$ cat src/rtl/afsm_pkg.sv
package afsm_pkg;

	localparam int SMP_W      = 8;
	localparam int GAIN_W     = 10;
	localparam int PROD_W     = SMP_W + GAIN_W + 1;
	localparam int SUM_W      = PROD_W + 2;
	localparam int VOL_W      = 3;
	localparam int VSUM_W     = SUM_W + VOL_W + 1;
	localparam int SCL_W      = VSUM_W - 3;
	localparam int FIN_W      = SCL_W + GAIN_W + 1;
	localparam int NUM_CH     = 4;
	localparam int CFG_IDX_W  = 3;
	localparam int CD_W       = 16;
	localparam int STEP_W     = 3;
	localparam int WAVE_DEPTH = 16;
	localparam int WAVE_IDX_W = $clog2(WAVE_DEPTH);

	typedef logic signed [SMP_W-1:0]  smp_t;
	typedef logic        [GAIN_W-1:0] gain_t;
	typedef logic signed [PROD_W-1:0] term_t;
	typedef logic signed [SCL_W-1:0]  scl_t;

	typedef enum logic [1:0] {
		OP_ADVANCE = 2'd0,
		OP_WRITE   = 2'd1,
		OP_READ    = 2'd2,
		OP_IDLE    = 2'd3
	} op_e;

	localparam logic [CFG_IDX_W-1:0] CFG_MASTER = 3'd0;
	localparam logic [CFG_IDX_W-1:0] CFG_CH1    = 3'd1;
	localparam logic [CFG_IDX_W-1:0] CFG_CH2    = 3'd2;
	localparam logic [CFG_IDX_W-1:0] CFG_CH3    = 3'd3;
	localparam logic [CFG_IDX_W-1:0] CFG_CH4    = 3'd4;

	localparam gain_t GAIN_RESET = 10'd256;

	localparam logic [15:0] BUS_BASE    = 16'hFF00;
	localparam logic [15:0] OFF_NR50    = 16'h0024;
	localparam logic [15:0] OFF_NR51    = 16'h0025;
	localparam logic [15:0] OFF_NR52    = 16'h0026;
	localparam logic [15:0] OFF_WAVE_LO = 16'h0030;
	localparam logic [15:0] OFF_WAVE_HI = 16'h003F;

	localparam logic [7:0] STATUS_FILL = 8'h70;
	localparam logic [7:0] UNMAPPED    = 8'hFF;
	localparam logic [7:0] SILENCE     = 8'h80;

	typedef struct packed {
		logic [NUM_CH-1:0] route_l;
		logic [NUM_CH-1:0] route_r;
		logic [VOL_W-1:0]  vol_l;
		logic [VOL_W-1:0]  vol_r;
	} mix_sel_t;

	typedef struct packed {
		logic len;
		logic swp;
		logic env;
		logic smp;
	} tick_t;

endpackage

$ cat src/rtl/afsm_lane.sv
module afsm_lane #(
	parameter int GAIN_FRAC_BITS = 8
) (
	input  logic           clk,
	input  logic           en,
	input  afsm_pkg::smp_t  smp,
	input  afsm_pkg::gain_t gain,
	output afsm_pkg::term_t term_s1
);
	import afsm_pkg::*;

	localparam term_t BIAS = term_t'((1 << GAIN_FRAC_BITS) - 1);

	term_t prod;
	term_t bias;
	term_t trunc;

	// Product is truncated toward zero: negative values get a rounding bias first.
	assign prod  = term_t'(smp) * $signed({1'b0, gain});
	assign bias  = prod[PROD_W-1] ? BIAS : term_t'(0);
	assign trunc = (prod + bias) >>> GAIN_FRAC_BITS;

	always_ff @(posedge clk) begin
		if (en) begin
			term_s1 <= trunc;
		end
	end

endmodule

$ cat src/rtl/afsm_merge.sv
module afsm_merge #(
	parameter int GAIN_FRAC_BITS = 8
) (
	input  logic               clk,
	input  logic               en_s2,
	input  logic               en_s3,
	input  afsm_pkg::term_t     term_s1 [afsm_pkg::NUM_CH],
	input  afsm_pkg::mix_sel_t  sel_s1,
	input  afsm_pkg::gain_t     master,
	output logic [7:0]         left_s3,
	output logic [7:0]         right_s3
);
	import afsm_pkg::*;

	localparam logic signed [FIN_W-1:0] BIAS     = FIN_W'((1 << GAIN_FRAC_BITS) - 1);
	localparam logic signed [FIN_W-1:0] CLAMP_LO = -FIN_W'(128);
	localparam logic signed [FIN_W-1:0] CLAMP_HI = FIN_W'(127);

	logic [NUM_CH-1:0]          route [2];
	logic [VOL_W-1:0]           vol   [2];
	logic signed [SUM_W-1:0]    sum   [2];
	logic signed [VSUM_W-1:0]   vsum  [2];
	scl_t                       scl   [2];
	scl_t                       scl_s2 [2];
	logic signed [FIN_W-1:0]    fin   [2];
	logic signed [FIN_W-1:0]    trn   [2];
	logic [7:0]                 clp   [2];
	logic [7:0]                 byte_o [2];

	// Side 0 is left, side 1 is right.
	always_comb begin
		route[0] = sel_s1.route_l;
		route[1] = sel_s1.route_r;
		vol[0]   = sel_s1.vol_l;
		vol[1]   = sel_s1.vol_r;
		for (int s = 0; s < 2; s++) begin
			sum[s] = SUM_W'(0);
			for (int c = 0; c < NUM_CH; c++) begin
				if (route[s][c]) begin
					sum[s] = sum[s] + SUM_W'(term_s1[c]);
				end
			end
			vsum[s] = VSUM_W'(sum[s]) * $signed({1'b0, vol[s]});
			scl[s]  = SCL_W'(vsum[s] >>> 3);
		end
	end

	always_ff @(posedge clk) begin
		if (en_s2) begin
			scl_s2[0] <= scl[0];
			scl_s2[1] <= scl[1];
		end
	end

	// Master gain, truncation toward zero, clamp to a signed byte and offset by 128.
	always_comb begin
		for (int s = 0; s < 2; s++) begin
			fin[s] = FIN_W'(scl_s2[s]) * $signed({1'b0, master});
			trn[s] = (fin[s] + (fin[s][FIN_W-1] ? BIAS : FIN_W'(0))) >>> GAIN_FRAC_BITS;
			if (trn[s] < CLAMP_LO) begin
				clp[s] = 8'h80;
			end else if (trn[s] > CLAMP_HI) begin
				clp[s] = 8'h7F;
			end else begin
				clp[s] = trn[s][7:0];
			end
			byte_o[s] = {~clp[s][7], clp[s][6:0]};
		end
	end

	always_ff @(posedge clk) begin
		if (en_s3) begin
			left_s3  <= byte_o[0];
			right_s3 <= byte_o[1];
		end
	end

endmodule

$ cat src/rtl/afsm_timer.sv
module afsm_timer #(
	parameter int FRAME_PERIOD  = 8192,
	parameter int SAMPLE_PERIOD = 95
) (
	input  logic            clk,
	input  logic            arst_n,
	input  logic            adv,
	input  logic            clr,
	input  logic [7:0]      cycles,
	output afsm_pkg::tick_t tick
);
	import afsm_pkg::*;

	localparam logic [STEP_W-1:0] SWEEP_STEP_A = 3'd2;
	localparam logic [STEP_W-1:0] SWEEP_STEP_B = 3'd6;
	localparam logic [STEP_W-1:0] ENV_STEP     = 3'd7;
	localparam logic signed [CD_W:0] F_PER = (CD_W+1)'(FRAME_PERIOD);
	localparam logic signed [CD_W:0] S_PER = (CD_W+1)'(SAMPLE_PERIOD);
	localparam logic signed [CD_W:0] SAT   = -(CD_W+1)'(32768);

	logic signed [CD_W-1:0] fcd_q;
	logic signed [CD_W-1:0] scd_q;
	logic [STEP_W-1:0]      step_q;
	logic [CD_W:0]          fnext;
	logic [CD_W:0]          snext;

	// Returns the fire flag above the new countdown value.
	function automatic logic [CD_W:0] count_down(
		input logic signed [CD_W-1:0] cd,
		input logic [7:0]             cyc,
		input logic signed [CD_W:0]   period
	);
		logic signed [CD_W:0] t;
		logic                 fire;
		t = (CD_W+1)'(cd) - $signed({1'b0, (CD_W)'(cyc)});
		if (t < SAT) begin
			t = SAT;
		end
		fire = (t <= (CD_W+1)'(0));
		if (fire) begin
			t = t + period;
		end
		return {fire, t[CD_W-1:0]};
	endfunction

	assign fnext = count_down(fcd_q, cycles, F_PER);
	assign snext = count_down(scd_q, cycles, S_PER);

	always_comb begin
		tick.len = adv && fnext[CD_W] && !step_q[0];
		tick.swp = adv && fnext[CD_W] && (step_q == SWEEP_STEP_A || step_q == SWEEP_STEP_B);
		tick.env = adv && fnext[CD_W] && (step_q == ENV_STEP);
		tick.smp = adv && snext[CD_W];
	end

	always_ff @(posedge clk or negedge arst_n) begin
		if (!arst_n) begin
			fcd_q  <= '0;
			scd_q  <= '0;
			step_q <= '0;
		end else if (clr) begin
			fcd_q  <= '0;
			scd_q  <= '0;
			step_q <= '0;
		end else if (adv) begin
			fcd_q <= fnext[CD_W-1:0];
			scd_q <= snext[CD_W-1:0];
			if (fnext[CD_W]) begin
				step_q <= step_q + STEP_W'(1);
			end
		end
	end

endmodule

$ cat src/rtl/afsm_regfile.sv
module afsm_regfile (
	input  logic           clk,
	input  logic           arst_n,
	input  logic           acc,
	input  afsm_pkg::op_e  op,
	input  logic [15:0]    address,
	input  logic [7:0]     write_data,
	input  logic [3:0]     channel_active,
	output logic           sound_on,
	output logic [7:0]     mix_ctrl,
	output logic [7:0]     pan_ctrl,
	output logic           clr,
	output logic [7:0]     rdata_s1
);
	import afsm_pkg::*;

	logic [15:0]           off;
	logic                  wr;
	logic                  allowed;
	logic                  wave_hit;
	logic                  wave_we;
	logic [WAVE_IDX_W-1:0] widx;
	logic [7:0]            reg_byte;
	logic                  sound_on_q;
	logic [7:0]            mix_q;
	logic [7:0]            pan_q;
	logic [WAVE_DEPTH-1:0] wave_vld_q;
	logic [7:0]            wave_mem [WAVE_DEPTH];
	logic                  rd_s1;
	logic                  whit_s1;
	logic                  wok_s1;
	logic [7:0]            wave_s1;
	logic [7:0]            rreg_s1;

	assign off      = address - BUS_BASE;
	assign wr       = acc && (op == OP_WRITE);
	assign allowed  = sound_on_q || (off >= OFF_NR52);
	assign wave_hit = (off >= OFF_WAVE_LO) && (off <= OFF_WAVE_HI);
	assign widx     = off[WAVE_IDX_W-1:0];
	assign wave_we  = wr && allowed && wave_hit;
	assign clr      = wr && (off == OFF_NR52) && sound_on_q && !write_data[7];

	assign sound_on = sound_on_q;
	assign mix_ctrl = mix_q;
	assign pan_ctrl = pan_q;

	// Powering off clears the registers; wave entries read as zero until rewritten.
	always_ff @(posedge clk or negedge arst_n) begin
		if (!arst_n) begin
			sound_on_q <= 1'b0;
			mix_q      <= '0;
			pan_q      <= '0;
			wave_vld_q <= '0;
		end else if (clr) begin
			sound_on_q <= 1'b0;
			mix_q      <= '0;
			pan_q      <= '0;
			wave_vld_q <= '0;
		end else if (wr && allowed) begin
			unique case (off)
				OFF_NR50: mix_q      <= write_data;
				OFF_NR51: pan_q      <= write_data;
				OFF_NR52: sound_on_q <= write_data[7];
				default: begin
					if (wave_hit) begin
						wave_vld_q[widx] <= 1'b1;
					end
				end
			endcase
		end
	end

	always_ff @(posedge clk) begin
		if (wave_we) begin
			wave_mem[widx] <= write_data;
		end
	end

	always_comb begin
		unique case (off)
			OFF_NR50: reg_byte = mix_q;
			OFF_NR51: reg_byte = pan_q;
			OFF_NR52: reg_byte = STATUS_FILL | {sound_on_q, 3'b000, channel_active};
			default:  reg_byte = UNMAPPED;
		endcase
	end

	always_ff @(posedge clk) begin
		if (acc) begin
			rd_s1   <= (op == OP_READ);
			whit_s1 <= wave_hit;
			wok_s1  <= wave_vld_q[widx];
			wave_s1 <= wave_mem[widx];
			rreg_s1 <= reg_byte;
		end
	end

	always_comb begin
		if (!rd_s1) begin
			rdata_s1 = '0;
		end else if (whit_s1) begin
			rdata_s1 = wok_s1 ? wave_s1 : 8'h00;
		end else begin
			rdata_s1 = rreg_s1;
		end
	end

endmodule

$ cat src/rtl/apu_frame_sequencer_mixer.sv
// Channel  | Direction | Handshake         | Payload
// cfg      | in        | cfg_wen           | cfg_index, cfg_data
// in       | in        | in_valid/in_stall | operation .. channel_active
// out      | out       | out_valid/out_stall | ticks, samples, read_data
//
// Every item passes registered stages on its way to the output register: the four channel
// multiplier lanes, then the side sums and volume scaling, then the master gain stage.
// No new input transfer is taken while an item is in any of these stages.
// The next item is taken once the previous one has left the pipeline, even while its
// result still waits in the output register.
// arst_n clears all sound state, the pipeline and output valids, and sets the gains to 1.0.
module apu_frame_sequencer_mixer #(
	parameter int FRAME_PERIOD   = 8192,
	parameter int SAMPLE_PERIOD  = 95,
	parameter int GAIN_FRAC_BITS = 8
) (
	input  logic                             clk,
	input  logic                             arst_n,
	input  logic                             cfg_wen,
	input  logic [afsm_pkg::CFG_IDX_W-1:0]   cfg_index,
	input  afsm_pkg::gain_t                  cfg_data,
	input  logic                             in_valid,
	output logic                             in_stall,
	input  logic [1:0]                       operation,
	input  logic [7:0]                       cycles,
	input  logic [15:0]                      address,
	input  logic [7:0]                       write_data,
	input  afsm_pkg::smp_t                   sample_ch1,
	input  afsm_pkg::smp_t                   sample_ch2,
	input  afsm_pkg::smp_t                   sample_ch3,
	input  afsm_pkg::smp_t                   sample_ch4,
	input  logic [3:0]                       channel_active,
	output logic                             out_valid,
	input  logic                             out_stall,
	output logic                             length_tick,
	output logic                             sweep_tick,
	output logic                             envelope_tick,
	output logic                             sample_valid,
	output logic [7:0]                       left_sample,
	output logic [7:0]                       right_sample,
	output logic [7:0]                       read_data
);
	import afsm_pkg::*;

	op_e      op;
	logic     acc;
	logic     adv;
	logic     clr;
	logic     sound_on;
	logic [7:0] mix_ctrl;
	logic [7:0] pan_ctrl;
	tick_t    tick;
	gain_t    master_gain_q;
	gain_t    ch_gain_q [NUM_CH];
	smp_t     smp_in [NUM_CH];
	term_t    term_s1 [NUM_CH];
	mix_sel_t sel_s1;
	tick_t    tick_s1;
	tick_t    tick_s2;
	tick_t    tick_s3;
	logic [7:0] rdata_s1;
	logic [7:0] rdata_s2;
	logic [7:0] rdata_s3;
	logic [7:0] left_s3;
	logic [7:0] right_s3;
	logic     v_s1;
	logic     v_s2;
	logic     v_s3;
	logic     out_load;
	logic     out_valid_q;
	tick_t    tick_q;
	logic [7:0] left_q;
	logic [7:0] right_q;
	logic [7:0] rdata_q;

	assign op       = op_e'(operation);
	assign in_stall = v_s1 || v_s2 || v_s3;
	assign acc      = in_valid && !in_stall;
	assign adv      = acc && (op == OP_ADVANCE);
	assign out_load = v_s3 && (!out_valid_q || !out_stall);

	assign smp_in[0] = sample_ch1;
	assign smp_in[1] = sample_ch2;
	assign smp_in[2] = sample_ch3;
	assign smp_in[3] = sample_ch4;

	always_ff @(posedge clk or negedge arst_n) begin
		if (!arst_n) begin
			master_gain_q <= GAIN_RESET;
			for (int c = 0; c < NUM_CH; c++) begin
				ch_gain_q[c] <= GAIN_RESET;
			end
		end else if (cfg_wen) begin
			unique case (cfg_index)
				CFG_MASTER: master_gain_q <= cfg_data;
				CFG_CH1:    ch_gain_q[0]  <= cfg_data;
				CFG_CH2:    ch_gain_q[1]  <= cfg_data;
				CFG_CH3:    ch_gain_q[2]  <= cfg_data;
				CFG_CH4:    ch_gain_q[3]  <= cfg_data;
				default: ;
			endcase
		end
	end

	afsm_timer #(
		.FRAME_PERIOD  (FRAME_PERIOD),
		.SAMPLE_PERIOD (SAMPLE_PERIOD)
	) u_timer (
		.clk    (clk),
		.arst_n (arst_n),
		.adv    (adv),
		.clr    (clr),
		.cycles (cycles),
		.tick   (tick)
	);

	afsm_regfile u_regfile (
		.clk            (clk),
		.arst_n         (arst_n),
		.acc            (acc),
		.op             (op),
		.address        (address),
		.write_data     (write_data),
		.channel_active (channel_active),
		.sound_on       (sound_on),
		.mix_ctrl       (mix_ctrl),
		.pan_ctrl       (pan_ctrl),
		.clr            (clr),
		.rdata_s1       (rdata_s1)
	);

	for (genvar c = 0; c < NUM_CH; c++) begin : g_lane
		afsm_lane #(
			.GAIN_FRAC_BITS (GAIN_FRAC_BITS)
		) u_lane (
			.clk     (clk),
			.en      (acc),
			.smp     (smp_in[c]),
			.gain    (ch_gain_q[c]),
			.term_s1 (term_s1[c])
		);
	end

	afsm_merge #(
		.GAIN_FRAC_BITS (GAIN_FRAC_BITS)
	) u_merge (
		.clk      (clk),
		.en_s2    (v_s1),
		.en_s3    (v_s2),
		.term_s1  (term_s1),
		.sel_s1   (sel_s1),
		.master   (master_gain_q),
		.left_s3  (left_s3),
		.right_s3 (right_s3)
	);

	always_ff @(posedge clk) begin
		if (acc) begin
			tick_s1     <= '{len: tick.len, swp: tick.swp, env: tick.env,
			                 smp: tick.smp && sound_on};
			sel_s1      <= '{route_l: pan_ctrl[7:4], route_r: pan_ctrl[3:0],
			                 vol_l: mix_ctrl[6:4], vol_r: mix_ctrl[2:0]};
		end
		if (v_s1) begin
			tick_s2  <= tick_s1;
			rdata_s2 <= rdata_s1;
		end
		if (v_s2) begin
			tick_s3  <= tick_s2;
			rdata_s3 <= rdata_s2;
		end
		if (out_load) begin
			tick_q  <= tick_s3;
			left_q  <= tick_s3.smp ? left_s3 : SILENCE;
			right_q <= tick_s3.smp ? right_s3 : SILENCE;
			rdata_q <= rdata_s3;
		end
	end

	always_ff @(posedge clk or negedge arst_n) begin
		if (!arst_n) begin
			v_s1        <= 1'b0;
			v_s2        <= 1'b0;
			v_s3        <= 1'b0;
			out_valid_q <= 1'b0;
		end else begin
			v_s1        <= acc;
			v_s2        <= v_s1;
			v_s3        <= v_s2 || (v_s3 && !out_load);
			out_valid_q <= out_load || (out_valid_q && out_stall);
		end
	end

	assign out_valid     = out_valid_q;
	assign length_tick   = tick_q.len;
	assign sweep_tick    = tick_q.swp;
	assign envelope_tick = tick_q.env;
	assign sample_valid  = tick_q.smp;
	assign left_sample   = left_q;
	assign right_sample  = right_q;
	assign read_data     = rdata_q;

`ifndef SYNTHESIS
	a_one_in_flight: assert property (@(posedge clk) disable iff (!arst_n)
		$onehot0({v_s1, v_s2, v_s3}))
		else $error("more than one item in the mixing pipeline");

	a_silence: assert property (@(posedge clk) disable iff (!arst_n)
		out_valid && !sample_valid |-> left_sample == SILENCE && right_sample == SILENCE)
		else $error("samples not silent without a mixed sample");

	a_tick_excl: assert property (@(posedge clk) disable iff (!arst_n)
		out_valid |-> !(sweep_tick && envelope_tick))
		else $error("sweep and envelope pulses on the same step");

	a_sweep_len: assert property (@(posedge clk) disable iff (!arst_n)
		out_valid && sweep_tick |-> length_tick)
		else $error("sweep pulse on a step without a length pulse");
`endif

endmodule

$ cat config.mk
export PLATFORM = sky130hd
export DESIGN_NAME = apu_frame_sequencer_mixer
export DESIGN_NICKNAME = d
export VERILOG_FILES = /design/src/rtl/afsm_pkg.sv /design/src/rtl/afsm_lane.sv /design/src/rtl/afsm_merge.sv /design/src/rtl/afsm_timer.sv /design/src/rtl/afsm_regfile.sv /design/src/rtl/apu_frame_sequencer_mixer.sv
export SDC_FILE = /design/constraint.sdc
export NUM_CORES = 2
export LEC_CHECK = 0
export BUFFER_PORTS_ARGS = -buffer_cell sky130_fd_sc_hd__buf_2
export CAP_MARGIN = 40
export CORE_ASPECT_RATIO = 1.5
export CORE_MARGIN = 2
export CORE_UTILIZATION = 65
export DETAILED_ROUTE_END_ITERATION = 6
export GPL_ROUTABILITY_DRIVEN = 0
export PLACE_DENSITY = 0.82
export SYNTH_ARGS = -nofsm -noshare
export SYNTH_HDL_FRONTEND = slang
export SYNTH_HIERARCHICAL = 1
export SYNTH_SLANG_ARGS = --single-unit
$ cat constraint.sdc
create_clock -name clk -period 19.5 [get_ports clk]
set_input_delay 0 -clock clk [delete_from_list [all_inputs] [get_ports clk]]
set_output_delay 0 -clock clk [all_outputs]
set_load 0.05 [all_outputs]
==> impl_metrics.yaml <==
synth:
  syn-instance-count: 6300
  synth_warnings: 6
  syn_area_per_cell_um2: 9.491
  synth.largest_area_cell: "fa_1"
  yosysTopAreaCellShare: 0.2116
  synth-seq-cells: 443
  yosysUniqueCellTypes: 135
  syn-num-nets: 7594
  synth_ff_type: "edfxtp_1"
  synthesis.area_um2: 59800
  ys_async_sr_fraction: 0.2754
  synth_area_leaders: "fa_1 (21%), edfxtp_1 (16%), ha_1 (12%)"
  synth_edf_count: 321
  yosysSeqAreaShare: 0.2124
detailed_routing:
  vias_per_cell: 5.909
  detail-route-antenna-nets: 0
  routed_wl_um: 133000
  drc: 0
  initialDrtViolationCount: 2588
  drtPass1Iterations: 6
  num_vias: 44520
  wl_per_cell_um: 17.65
place:
  place.port_buffers: 117
  dp_hpwl_um: 103900
setup_path:
  start_kind: "flip-flop"
  crit_slowest_cell: "edfxtp_1"
  crit_fanout: 21
  crit_type: "reg -> reg"
  required_ns: 19.85
  arrival_ns: 10.67
  slowest_delay_ns: 0.75
  cp-end-kind: "flip-flop"
  reg2reg_slack_ns: 9.19
clock_tree:
  cts_max_path_buffers: 3
  cts_sinks: 443
  cts.clk_slew.worst_paths_ns: 0.06
  cts-buffers-inserted: 47
  post_cts_buffers: 0
  cts_tree: "yes"
  root_buffer: "clkbuf_16"
  htree_levels: 2
  clk_latency_ns: 0.65
floorplanning:
  rows: 136
  die_w_um: 251.6
  initial_core_util: 0.6544
  die-area_um2: 94490
  core_area_um2: 91380
  die_y_um: 375.5
  io_pins: 118
cells_and_area:
  diodes: 0
  layout_commonest_cell: "inv_1"
  area_growth_pct: 5.763
  layout_common_cells: "inv_1 (1072), fa_1 (632), nand2_1 (576), ha_1 (574), and2_1 (546)"
  drive_above_1_share: 0.08724
  nFillCells: 6630
  final_nets: 7617
global_route:
  overflow: 0
  first_global_vias: 46530
  grt_max_degree: 75
  grt_first_pass_wirelength_um: 221600
  grtUsageTotal: 0.2859
  grt_antenna_before_repair: 1
min_path:
  hp-class: "in -> reg"
sta:
  worstMarginPinSlew_ns: 0.9113
  period_share: 0.5288
  slew_headroom: 0.3768
  rsz0062_at_grt: "no"
  fmax_mhz: 96.97
  hold_viol: 0
  final.setup.tns_ns: 0
  finalSetupViolations: 0
  drv_slew: 0
  fin_crit_ns: 10.31
  skew_ns: 0.06869
outcome:
  status: "finished clean"
flow_run:
  maxCapViolations: 0
## metrics by stage
stage                     std cells  hold WS, ns    util  instance area [µm²]  worst slack [ns]
after global routing           7535      0.03771  0.6921                63240             8.555
after CTS                      7535      0.01389  0.6921                63240             9.322
final                          7535      0.04701  0.6921                63240             9.188
after floorplan                6300      -0.2956       -                59800             5.664
after detailed placement       7412      0.05063  0.6709                61310             9.398
after global placement         7402      0.05235  0.6694                61170             9.645
## registers in the layout, summed over array words and instances (netlist names), 10 cells and up
signal	count
u_regfile/wave_mem	128
g_lane.u_lane/term_s1	44
u_merge/scl_s2	44
ch_gain_q	40
u_regfile/wave_vld_q	16
u_timer/fcd_q	16
u_timer/scd_q	16
sel_s1	14
master_gain_q	10
## routing by layer
metal / up-vias / GRT usage / routed length (µm) / part of all wire
li1: 20880 / - / - / -
met1: 21920 / 0.3287 / 50730 / 0.38
met2: 1341 / 0.5364 / 70480 / 0.53
met3: 377 / 0.02645 / 5832 / 0.044
met4: 2 / 0.1256 / 5955 / 0.045
met5: - / 0 / 12 / 0.000090
## what timing repair did
item | in CTS | in global routing
endpoints found under the hold margin | 290 | 0
gates resized for setup | 0 | 0
hold buffers | 35 | 0
## Yosys cell counts, types with 25 or more instances
| library cell | count |
|---|---|
| fa_1 | 632 |
| a21oi_1 | 233 |
| xnor2_1 | 202 |
| xor2_1 | 102 |
| dfrtp_1 | 117 |
| nand2b_1 | 62 |
| nand3_1 | 103 |
| nor2_1 | 248 |
| o21ai_0 | 143 |
| a21o_1 | 90 |
| o21bai_1 | 35 |
| mux4_2 | 43 |
| buf_4 | 36 |
| nor2b_1 | 64 |
| and3_1 | 45 |
| nor4_1 | 33 |
| mux2_2 | 70 |
| ha_1 | 574 |
| nor3_1 | 73 |
| a31oi_1 | 34 |
| inv_1 | 1072 |
| mux2_4 | 30 |
| edfxtp_1 | 321 |
| a211oi_1 | 37 |
| nand2_1 | 576 |
| o21a_1 | 33 |
| mux2i_1 | 29 |
| and2_1 | 546 |
| clkbuf_1 | 149 |
| or2_2 | 25 |
## cells by family after synthesis
group / after synthesis / share of synthesized area
adder cells (fa/ha/maj): 1206 / 0.3317
XOR/XNOR: 305 / 0.04480
multiplexers: 174 / 0.04264
AND/OR/NAND/NOR: 1951 / 0.1743
AO/OA/AOI/OAI: 915 / 0.1082
buffers and inverters: 1306 / 0.08600
flip-flops: 443 / 0.2124
## path summary, 6_finish.rpt
path / start / endpoint / cells after the start
max in group asynchronous: arst_n / master_gain_q[5] / 4
hold / removal: address[7] / u_regfile/pan_ctrl[1] / 5
hold reg to reg: rdata_s3[1] / read_data[1] / 0
setup reg to reg: sel_s1[10] / u_merge/scl_s2[0][21] / 40
min in group asynchronous: arst_n / u_timer/fcd_q[4] / 3
setup / recovery: sel_s1[10] / u_merge/scl_s2[0][21] / 40
## critical path, delay by kind of cell, from the launching register on
family	cells	cell delay [ns]
buf+inv	3	0.15
fa+ha+maj	7	2.27
simple gates	7	1.89
compound gates	18	4.17
flops	1	0.75
mux	2	0.55
xor+xnor	3	0.26
## area by class of cell
| type | count | area (µm²) | area share |
|---|---|---|---|
| clock buffers | 50 | 1197 | 0.01893 |
| clock inverters | 38 | 370.4 | 0.005856 |
| flip-flops and latches | 443 | 12700 | 0.2008 |
| inverters | 1076 | 4039 | 0.06386 |
| multi-input cells | 4551 | 42060 | 0.6650 |
| repair buffers | 204 | 1413 | 0.02234 |
| well taps | 1173 | 1468 | 0.02321 |
Power is left out: the tool's default activity adds up to more than one toggle a clock period on the data nets, which glitch-free logic cannot reach.
